### config.mk
export PLATFORM = sky130hd
export DESIGN_NAME = rle_rgb565_blit_decoder
export DESIGN_NICKNAME = d
export VERILOG_FILES = /design/src/sv/rrbd_pkg.sv /design/src/sv/rrbd_front.sv /design/src/sv/rrbd_fifo.sv /design/src/sv/rrbd_back.sv /design/src/sv/rle_rgb565_blit_decoder.sv
export SDC_FILE = /design/constraint.sdc
export NUM_CORES = 1
export LEC_CHECK = 0
export BUFFER_PORTS_ARGS = -buffer_cell sky130_fd_sc_hd__buf_2
export CAP_MARGIN = 20
export CORE_UTILIZATION = 60
export DETAILED_ROUTE_END_ITERATION = 12
export GPL_ROUTABILITY_DRIVEN = 0
export PLACE_DENSITY_LB_ADDON = 0.2
export SYNTH_ARGS = -nofsm -noshare
export SYNTH_HDL_FRONTEND = slang
export SYNTH_SLANG_ARGS = --single-unit
### constraint.sdc
create_clock -name clk -period 7.7 [get_ports clk]
set_input_delay 1.54 -clock clk [delete_from_list [all_inputs] [get_ports clk]]
set_output_delay 1.54 -clock clk [all_outputs]
set_load 0.02 [all_outputs]
### src/sv/rrbd_pkg.sv
// Package for the RLE RGB565 blit decoder: the queue entry type, the entry
// kinds and the fixed field widths.
// No dependencies.
`default_nettype none

package rrbd_pkg;

  localparam int ROW_W   = 23;
  localparam int COL_W   = 13;
  localparam int WIDTH_W = 13;
  localparam int BYTES_W = 11;
  localparam int QDEPTH  = 4;
  localparam int QPTR_W  = 2;
  localparam int OUT_W   = 80;

  localparam logic [1:0] K_SETPOS = 2'd0;
  localparam logic [1:0] K_RUN    = 2'd1;
  localparam logic [1:0] K_END    = 2'd2;

  typedef struct packed {
    logic [1:0]         kind;
    logic [ROW_W-1:0]   idx;
    logic [15:0]        colour;
    logic [7:0]         len;
    logic               last;
    logic [BYTES_W-1:0] bytes;
  } item_t;

endpackage

`default_nettype wire

### src/sv/rrbd_front.sv
// Front end of the decoder: parses command bytes and queues position,
// run and end-of-command entries.
// Depends on rrbd_pkg.
`default_nettype none

module rrbd_front (
  input  wire logic          clk,
  input  wire logic          rst,
  input  wire logic          take,
  input  wire logic [7:0]    cmd_byte,
  input  wire logic          cmd_start,
  output rrbd_pkg::item_t    entry,
  output logic               push
);

  localparam logic [2:0] PH_IDLE   = 3'd0;
  localparam logic [2:0] PH_ADDR   = 3'd1;
  localparam logic [2:0] PH_TOTAL  = 3'd2;
  localparam logic [2:0] PH_RAWCNT = 3'd3;
  localparam logic [2:0] PH_PIXHI  = 3'd4;
  localparam logic [2:0] PH_PIXLO  = 3'd5;
  localparam logic [2:0] PH_REPEAT = 3'd6;
  localparam logic [2:0] PH_JUNK   = 3'd7;

  logic [2:0]                   phase, phase_next;
  logic [23:0]                  addr_accum, addr_accum_next;
  logic [8:0]                   total_pixels, total_pixels_next;
  logic [9:0]                   pixels_done, pixels_done_next;
  logic [8:0]                   span_left, span_left_next;
  logic [7:0]                   high_byte, high_byte_next;
  logic [15:0]                  last_colour, last_colour_next;
  logic [rrbd_pkg::BYTES_W-1:0] byte_count, byte_count_next;
  logic [rrbd_pkg::BYTES_W-1:0] bc_inc;
  logic [8:0]                   b_or_256;
  logic [8:0]                   span_dec;
  logic [9:0]                   pd_rep;

  always_comb begin
    bc_inc   = (byte_count == '1) ? byte_count : byte_count + 1'b1;
    b_or_256 = (cmd_byte == 8'd0) ? 9'd256 : {1'b0, cmd_byte};
    span_dec = (span_left != 9'd0) ? span_left - 9'd1 : 9'd0;
    pd_rep   = pixels_done + {2'b0, cmd_byte};

    phase_next        = phase;
    addr_accum_next   = addr_accum;
    total_pixels_next = total_pixels;
    pixels_done_next  = pixels_done;
    span_left_next    = span_left;
    high_byte_next    = high_byte;
    last_colour_next  = last_colour;
    byte_count_next   = byte_count;
    push              = 1'b0;
    entry             = '0;

    if (take) begin
      if (cmd_start) begin
        phase_next      = PH_ADDR;
        addr_accum_next = {16'd0, cmd_byte};
        byte_count_next = rrbd_pkg::BYTES_W'(1);
      end else begin
        if (phase != PH_IDLE) begin
          byte_count_next = bc_inc;
        end
        case (phase)
          PH_ADDR: begin
            addr_accum_next = {addr_accum[15:0], cmd_byte};
            if (bc_inc >= rrbd_pkg::BYTES_W'(3)) begin
              push        = 1'b1;
              entry.kind  = rrbd_pkg::K_SETPOS;
              entry.idx   = addr_accum_next[23:1];
              phase_next  = PH_TOTAL;
            end
          end
          PH_TOTAL: begin
            total_pixels_next = b_or_256;
            pixels_done_next  = '0;
            phase_next        = PH_RAWCNT;
          end
          PH_RAWCNT: begin
            span_left_next   = b_or_256;
            pixels_done_next = pixels_done + {1'b0, b_or_256};
            phase_next       = PH_PIXHI;
          end
          PH_PIXHI: begin
            high_byte_next = cmd_byte;
            phase_next     = PH_PIXLO;
          end
          PH_PIXLO: begin
            last_colour_next = {high_byte, cmd_byte};
            span_left_next   = span_dec;
            push             = 1'b1;
            entry.kind       = rrbd_pkg::K_RUN;
            entry.colour     = last_colour_next;
            entry.len        = 8'd1;
            if (span_dec == 9'd0) begin
              if (pixels_done >= {1'b0, total_pixels}) begin
                entry.last  = 1'b1;
                entry.bytes = bc_inc;
                phase_next  = PH_IDLE;
              end else begin
                phase_next = PH_REPEAT;
              end
            end else begin
              phase_next = PH_PIXHI;
            end
          end
          PH_REPEAT: begin
            pixels_done_next = pd_rep;
            phase_next = (pd_rep >= {1'b0, total_pixels}) ? PH_JUNK : PH_RAWCNT;
            if (cmd_byte != 8'd0) begin
              push         = 1'b1;
              entry.kind   = rrbd_pkg::K_RUN;
              entry.colour = last_colour;
              entry.len    = cmd_byte;
            end
          end
          PH_JUNK: begin
            push        = 1'b1;
            entry.kind  = rrbd_pkg::K_END;
            entry.last  = 1'b1;
            entry.bytes = bc_inc;
            phase_next  = PH_IDLE;
          end
          default: begin
          end
        endcase
      end
    end
  end

  always_ff @(posedge clk) begin
    if (rst) begin
      phase        <= PH_IDLE;
      addr_accum   <= '0;
      total_pixels <= '0;
      pixels_done  <= '0;
      span_left    <= '0;
      high_byte    <= '0;
      last_colour  <= '0;
      byte_count   <= '0;
    end else begin
      phase        <= phase_next;
      addr_accum   <= addr_accum_next;
      total_pixels <= total_pixels_next;
      pixels_done  <= pixels_done_next;
      span_left    <= span_left_next;
      high_byte    <= high_byte_next;
      last_colour  <= last_colour_next;
      byte_count   <= byte_count_next;
    end
  end

endmodule

`default_nettype wire

### src/sv/rrbd_fifo.sv
// Short queue of parsed entries between the front end and the back end.
// Depends on rrbd_pkg.
`default_nettype none

module rrbd_fifo (
  input  wire logic          clk,
  input  wire logic          rst,
  input  wire logic          push,
  input  wire rrbd_pkg::item_t wr_item,
  output logic               full,
  input  wire logic          pop,
  output rrbd_pkg::item_t    rd_item,
  output logic               empty
);

  rrbd_pkg::item_t                 mem [rrbd_pkg::QDEPTH];
  logic [rrbd_pkg::QPTR_W-1:0]     wr_ptr;
  logic [rrbd_pkg::QPTR_W-1:0]     rd_ptr;
  logic [rrbd_pkg::QPTR_W:0]       count;
  logic                            do_push;
  logic                            do_pop;

  assign full    = (count == (rrbd_pkg::QPTR_W + 1)'(rrbd_pkg::QDEPTH));
  assign empty   = (count == '0);
  assign do_push = push && !full;
  assign do_pop  = pop && !empty;
  assign rd_item = mem[rd_ptr];

  always_ff @(posedge clk) begin
    if (do_push) begin
      mem[wr_ptr] <= wr_item;
    end
  end

  always_ff @(posedge clk) begin
    if (rst) begin
      wr_ptr <= '0;
      rd_ptr <= '0;
      count  <= '0;
    end else begin
      if (do_push) begin
        wr_ptr <= wr_ptr + 1'b1;
      end
      if (do_pop) begin
        rd_ptr <= rd_ptr + 1'b1;
      end
      case ({do_push, do_pop})
        2'b10:   count <= count + 1'b1;
        2'b01:   count <= count - 1'b1;
        default: count <= count;
      endcase
    end
  end

endmodule

`default_nettype wire

### src/sv/rrbd_back.sv
// Back end of the decoder: keeps the write position, emits runs and end-of-command
// entries into the output register and updates row and column with a bit-serial divider.
// Depends on rrbd_pkg.
`default_nettype none

module rrbd_back #(
  parameter int MAX_LINE_WIDTH = 4096
) (
  input  wire logic                          clk,
  input  wire logic                          rst,
  input  wire logic [rrbd_pkg::WIDTH_W-1:0]  line_width,
  input  wire rrbd_pkg::item_t               head,
  input  wire logic                          empty,
  output logic                               pop,
  output logic                               out_valid,
  input  wire logic                          out_ready,
  output logic [rrbd_pkg::OUT_W-1:0]         out_data,
  output logic                               out_user,
  output logic                               out_last
);

  localparam int ADV_W = rrbd_pkg::COL_W + 1;

  logic [rrbd_pkg::WIDTH_W-1:0] w;
  logic [rrbd_pkg::ROW_W-1:0]   cur_row;
  logic [rrbd_pkg::COL_W-1:0]   cur_col;

  logic                         busy;
  logic                         div_adv;
  logic [4:0]                   div_cnt;
  logic [rrbd_pkg::COL_W-1:0]   div_rem;
  logic [rrbd_pkg::ROW_W-1:0]   div_q;
  logic [rrbd_pkg::COL_W:0]     rem_sh;
  logic                         ge;
  logic [rrbd_pkg::COL_W-1:0]   rem_next;
  logic [rrbd_pkg::ROW_W-1:0]   q_next;
  logic [ADV_W-1:0]             adv_t;

  logic                         out_free;
  logic                         out_load;
  logic [rrbd_pkg::ROW_W-1:0]   o_row;
  logic [11:0]                  o_col;
  logic [7:0]                   o_len;
  logic [15:0]                  o_colour;
  logic [rrbd_pkg::BYTES_W-1:0] o_bytes;

  always_comb begin
    if (line_width == '0) begin
      w = rrbd_pkg::WIDTH_W'(1);
    end else if (32'(line_width) > 32'(MAX_LINE_WIDTH)) begin
      w = rrbd_pkg::WIDTH_W'(MAX_LINE_WIDTH);
    end else begin
      w = line_width;
    end
  end

  assign rem_sh   = {div_rem, div_q[rrbd_pkg::ROW_W-1]};
  assign ge       = (rem_sh >= {1'b0, w});
  assign rem_next = ge ? rrbd_pkg::COL_W'(rem_sh - {1'b0, w})
                       : rem_sh[rrbd_pkg::COL_W-1:0];
  assign q_next   = {div_q[rrbd_pkg::ROW_W-2:0], ge};
  assign adv_t    = {1'b0, cur_col} + {{(ADV_W-8){1'b0}}, head.len};

  assign out_free = !out_valid || out_ready;

  always_comb begin
    pop      = 1'b0;
    out_load = 1'b0;
    if (!busy && !empty) begin
      case (head.kind)
        rrbd_pkg::K_RUN, rrbd_pkg::K_END: begin
          pop      = out_free;
          out_load = out_free;
        end
        default: pop = 1'b1;
      endcase
    end
  end

  always_ff @(posedge clk) begin
    if (rst) begin
      busy    <= 1'b0;
      div_adv <= 1'b0;
      div_cnt <= '0;
      div_rem <= '0;
      div_q   <= '0;
      cur_row <= '0;
      cur_col <= '0;
    end else if (busy) begin
      div_rem <= rem_next;
      div_q   <= q_next;
      div_cnt <= div_cnt - 5'd1;
      if (div_cnt == 5'd1) begin
        busy    <= 1'b0;
        cur_col <= rem_next;
        cur_row <= div_adv ? cur_row + q_next : q_next;
      end
    end else if (pop) begin
      div_rem <= '0;
      if (head.kind == rrbd_pkg::K_SETPOS) begin
        busy    <= 1'b1;
        div_adv <= 1'b0;
        div_q   <= head.idx;
        div_cnt <= 5'(rrbd_pkg::ROW_W);
      end else if (head.kind == rrbd_pkg::K_RUN) begin
        busy    <= 1'b1;
        div_adv <= 1'b1;
        div_q   <= {adv_t, {(rrbd_pkg::ROW_W-ADV_W){1'b0}}};
        div_cnt <= 5'(ADV_W);
      end
    end
  end

  always_ff @(posedge clk) begin
    if (rst) begin
      out_valid <= 1'b0;
    end else if (out_load) begin
      out_valid <= 1'b1;
    end else if (out_ready) begin
      out_valid <= 1'b0;
    end
  end

  always_ff @(posedge clk) begin
    if (out_load) begin
      out_last <= head.last;
      o_bytes  <= head.last ? head.bytes : '0;
      if (head.kind == rrbd_pkg::K_RUN) begin
        out_user <= 1'b1;
        o_row    <= cur_row;
        o_col    <= cur_col[11:0];
        o_len    <= head.len;
        o_colour <= head.colour;
      end else begin
        out_user <= 1'b0;
        o_row    <= '0;
        o_col    <= '0;
        o_len    <= '0;
        o_colour <= '0;
      end
    end
  end

  assign out_data = {2'b00, o_bytes,
                     o_colour[15:11], 3'b000,
                     o_colour[10:5], 2'b00,
                     o_colour[4:0], 3'b000,
                     o_len, o_col, o_row};

endmodule

`default_nettype wire

### src/sv/rle_rgb565_blit_decoder.sv
// Top level of the RLE RGB565 blit decoder: line width register, front end,
// entry queue and back end.
// Depends on rrbd_pkg, rrbd_front, rrbd_fifo and rrbd_back.
`default_nettype none

// Takes one command byte per cycle while the entry queue has room. Each
// pixel run, and the start position at the end of the header, then occupies
// the back end while its serial divider updates row and column, so the back
// end takes no new entry until the divider is done, while the four-entry
// queue absorbs the bytes between.
// Results wait in an output register, so the front keeps taking bytes while
// a result is stalled and the queue has room.
module rle_rgb565_blit_decoder #(
  parameter int MAX_LINE_WIDTH = 4096
) (
  input  wire logic                          clk,
  input  wire logic                          rst,
  input  wire logic                          cfg_wr_en,
  input  wire logic [rrbd_pkg::WIDTH_W-1:0]  cfg_wr_data,   // line_width
  input  wire logic                          s_axis_tvalid,
  output logic                               s_axis_tready,
  input  wire logic [7:0]                    s_axis_tdata,  // cmd_byte
  input  wire logic                          s_axis_tuser,  // cmd_start
  output logic                               m_axis_tvalid,
  input  wire logic                          m_axis_tready,
  // start_row[22:0] start_col[34:23] run_length[42:35] blue[50:43]
  // green[58:51] red[66:59] bytes_used[77:67], zero pad[79:78]
  output logic [rrbd_pkg::OUT_W-1:0]         m_axis_tdata,
  output logic                               m_axis_tuser,  // pixel_valid
  output logic                               m_axis_tlast   // cmd_last
);

  logic [rrbd_pkg::WIDTH_W-1:0] line_width;
  rrbd_pkg::item_t              f_entry;
  rrbd_pkg::item_t              q_head;
  logic                         f_push;
  logic                         q_full;
  logic                         q_empty;
  logic                         q_pop;

  always_ff @(posedge clk) begin
    if (rst) begin
      line_width <= rrbd_pkg::WIDTH_W'(1024);
    end else if (cfg_wr_en) begin
      line_width <= cfg_wr_data;
    end
  end

  assign s_axis_tready = !q_full;

  rrbd_front u_front (
    .clk       (clk),
    .rst       (rst),
    .take      (s_axis_tvalid && !q_full),
    .cmd_byte  (s_axis_tdata),
    .cmd_start (s_axis_tuser),
    .entry     (f_entry),
    .push      (f_push)
  );

  rrbd_fifo u_fifo (
    .clk     (clk),
    .rst     (rst),
    .push    (f_push),
    .wr_item (f_entry),
    .full    (q_full),
    .pop     (q_pop),
    .rd_item (q_head),
    .empty   (q_empty)
  );

  rrbd_back #(
    .MAX_LINE_WIDTH (MAX_LINE_WIDTH)
  ) u_back (
    .clk        (clk),
    .rst        (rst),
    .line_width (line_width),
    .head       (q_head),
    .empty      (q_empty),
    .pop        (q_pop),
    .out_valid  (m_axis_tvalid),
    .out_ready  (m_axis_tready),
    .out_data   (m_axis_tdata),
    .out_user   (m_axis_tuser),
    .out_last   (m_axis_tlast)
  );

endmodule

`default_nettype wire
==> results.py <==
metrics = {
    "place": {
        "dp.final_hpwl_mm": 32.6,
        "port_buffers": 100,
        "place_ws_ns": 1.54,
        "post-place-cells": 2514,
        "dpl_cell_area_um2": 24200,
    },
    "synthesis": {
        "synth_cells": 2008,
        "synthFlopType": "edfxtp_1",
        "yosys.cell_types.count": 74,
        "yosys_warnings": 0,
        "ys_top_cells_by_count": "316 x edfxtp_1, 215 x nor2_1, 184 x dfxtp_1",
        "ys_seq_area_frac": 0.564,
        "synth_most_common_cell": "edfxtp_1",
        "synth-edff-count": 316,
        "netlist_area_um2": 23400,
        "synth_area_leaders": "edfxtp_1 41%, dfxtp_1 16%, mux4_2 5.8%, ha_1 4.6%, nor2_1 3.5%",
        "synth-async-reset-ratio": 0,
        "synth_seq_cells": 500,
        "yosysTopAreaCell": "edfxtp_1",
        "syn_avg_cell_area_um2": 11.6,
        "synth.top_cell.area_share": 0.406,
    },
    "die": {
        "start_util": 0.615,
        "design.core.area_um2": 38000,
        "ios": 111,
        "row_count": 71,
        "dieArea_um2": 39700,
        "die_y_um": 199,
        "die_x_um": 199,
    },
    "routing": {
        "vias": 15700,
        "drc": 0,
        "viasPerCell": 6.03,
        "drtPass1Iterations": 6,
        "wire_per_inst_um": 19.3,
        "routed_wl_mm": 50.3,
        "postRouteAntennaNets": 0,
        "drtIter0Drc": 1269,
    },
    "cts": {
        "hold_buffers": 0,
        "cts_tree": "done",
        "path_clk_slew_ns": 0.06,
        "cts_buffers": 49,
        "cts_root_buffer": "clkbuf_16",
        "cts_buffer_depth": 3,
        "postCtsResizedCells": 0,
        "cts_htree_levels": 2,
        "post-cts-setup-buffers": 0,
        "worstSkewPairLatency_ns": 0.59,
        "cts.sinks": 500,
    },
    "cells_and_area": {
        "design_area_um2": 25900,
        "drive_gt1_frac": 0.138,
        "fin_nets": 2177,
        "layoutNonFillerInstCount": 2611,
        "antennaDiodeCount": 0,
        "area_growth_pct": 11.0,
        "fin_util": 0.683,
        "area.sequential_um2": 13200,
        "multiInputGateArea_um2": 9430,
        "n_fill_cell": 2777,
    },
    "setup_path": {
        "worst_r2r_path_depth": 23,
        "cp.required_ns": 8.14,
        "critical_path.top_delay_family": "compound AO/OA/AOI/OAI gates",
        "max_stage_delay_ns": 0.44,
        "criticalPathCategory": "register to register",
        "cpMaxStageDelayCell": "fa_1",
        "cp-end-kind": "register",
        "worstPathArrival_ns": 6.72,
        "start_kind": "register",
        "crit_chain": "nor4_1 -> a31oi_1 -> nor2_1 -> ha_1 -> inv_1 -> fa_1 -> a21o_1 -> a21oi_2 -> o221ai_2 -> a21o_1 -> a2111oi_4 -> o21a_1 -> inv_4 -> ha_1 -> fa_1 -> a211oi_1 -> o21ai_0 -> o2111ai_1 -> a211oi_1 -> or2_2 -> a311o_1 -> a221oi_1 -> nor3_1",
        "path_max_fanout": 13,
        "cp_num_buf_inv": 2,
        "crit_cells": 23,
    },
    "global_route": {
        "grt_pass1_vias": 15400,
        "grt_max_degree": 79,
        "grt_first_pass_wirelength_mm": 79.3,
        "antenna_found_initial": 0,
        "grt_util_all_layers": 0.258,
        "overflow": 0,
    },
    "sta": {
        "final.setup.tns_ns": 0,
        "timing.fmax_ghz": 0.159,
        "final_max_slew_viol_count": 0,
        "setup_violations": 0,
        "finClkSkew_ns": 0.0124,
        "hold_violations": 0,
        "fin_crit_ns": 6.28,
        "setup_ws_ns": 1.42,
        "whs_ns": 0.455,
        "period_share": 0.815,
        "maxSlewHeadroom": 0.243,
        "worstMarginPinSlew_ns": 1.13,
        "rsz0062_at_grt": "false",
    },
    "run": {
        "max-cap-violations": 0,
    },
    "power": {
        "ir_drop_v": 0.000211,
        "power.density_nw_per_um2": 291,
        "power_mw": 7.55,
        "leakage_nw": 9.41,
    },
    "status": {
        "status": "complete, no violations",
    },
    "hold_path": {
        "whs_path_depth": 2,
        "hold_class": "register to register",
    },
}
[cells by family after synthesis]
group	after synthesis	synth area share
simple gates	612	0.124
flops	500	0.564
compound gates	413	0.116
buf+inv	204	0.0361
mux	130	0.0880
fa+ha+maj	91	0.0506
xor+xnor	57	0.0214
other cells	1	0.000160
[state kept, by name, summed over array words and instances, names as in the netlist, 10 cells and up, named ones only]
| register | flops |
|---|---|
| u_front.pixels_done | 10 |
| u_back.o_row | 23 |
| u_back.div_rem | 13 |
| u_front.addr_accum | 16 |
| u_back.div_q | 23 |
| u_back.o_col | 12 |
| u_fifo.mem | 244 |
| u_back.o_bytes | 11 |
| line_width | 13 |
| u_front.last_colour | 16 |
| u_back.cur_row | 23 |
| u_front.byte_count | 11 |
| u_back.o_colour | 16 |
| u_back.cur_col | 13 |
[worst register-to-register path, delay by kind of cell, from the launching register on]
| family | cells | cell delay, ns |
|---|---|---|
| compound gates | 13 | 3.35 |
| buf+inv | 2 | 0.23 |
| flops | 1 | 0.32 |
| fa+ha+maj | 4 | 1.30 |
| simple gates | 4 | 0.93 |
[layer usage]
layer | share of wire | vias to the layer above | global-route usage | wire length (um)
met5 | 0 | - | 0 | 0
met3 | 0.051 | 121 | 0.0341 | 2580
li1 | - | 7462 | - | -
met2 | 0.49 | 450 | 0.431 | 24500
met4 | 0.032 | 0 | 0.111 | 1610
met1 | 0.43 | 7710 | 0.339 | 21600
[layout make-up]
class,instances,share of cell area
tap,511,0.0246
inverter,68,0.00993
clock inverter,19,0.00993
sequential,500,0.508
clock buffer,73,0.0559
timing repair buffer,127,0.0283
multi-input combinational,1313,0.364
[path summary, 6_finish.rpt]
kind                     startpoint                     end  slack, ns
max                   line_width[4]      u_back.cur_row[20]       1.42
min reg2reg  u_front.last_colour[6]  u_front.last_colour[6]       0.46
max reg2reg           line_width[4]      u_back.cur_row[20]       1.42
min          u_front.last_colour[6]  u_front.last_colour[6]       0.46
[cell usage in the layout, fill, tap and decap left out, types with 6 or more instances in the layout]
cell and n:
buf_4 24, nor2b_1 20, o211ai_1 13, xor2_1 16
edfxtp_1 316, nor4_1 10, nand2b_1 14, a21o_1 25
o21ai_0 58, nor3_1 42, clkbuf_16 52, nand2_1 133
bufinv_16 6, ha_1 84, and2_1 89, nor2_1 210
mux4_2 60, a211oi_1 49, fa_1 6, nand4_1 8
o31ai_1 7, xnor2_1 41, a221oi_1 9, clkbuf_1 14
clkinv_2 6, inv_1 65, dfxtp_1 182, nand3_1 29
mux2i_1 67, a21oi_1 134, o21bai_1 11, a31oi_1 13
a22oi_1 31, clkbuf_8 7, or3_1 6, buf_2 100
conb_1 10, and3_1 21
[report_power, final]
part           switching (mW)  internal (mW)  total (mW)  leakage (nW)
Combinational            1.10          0.677        1.77          4.23
Sequential              0.188           3.08        3.27          4.35
Clock                   0.999           1.51        2.51         0.836
Total                    2.28           5.26        7.55          9.41
No activity file was read; power rests on OpenSTA's default activity.
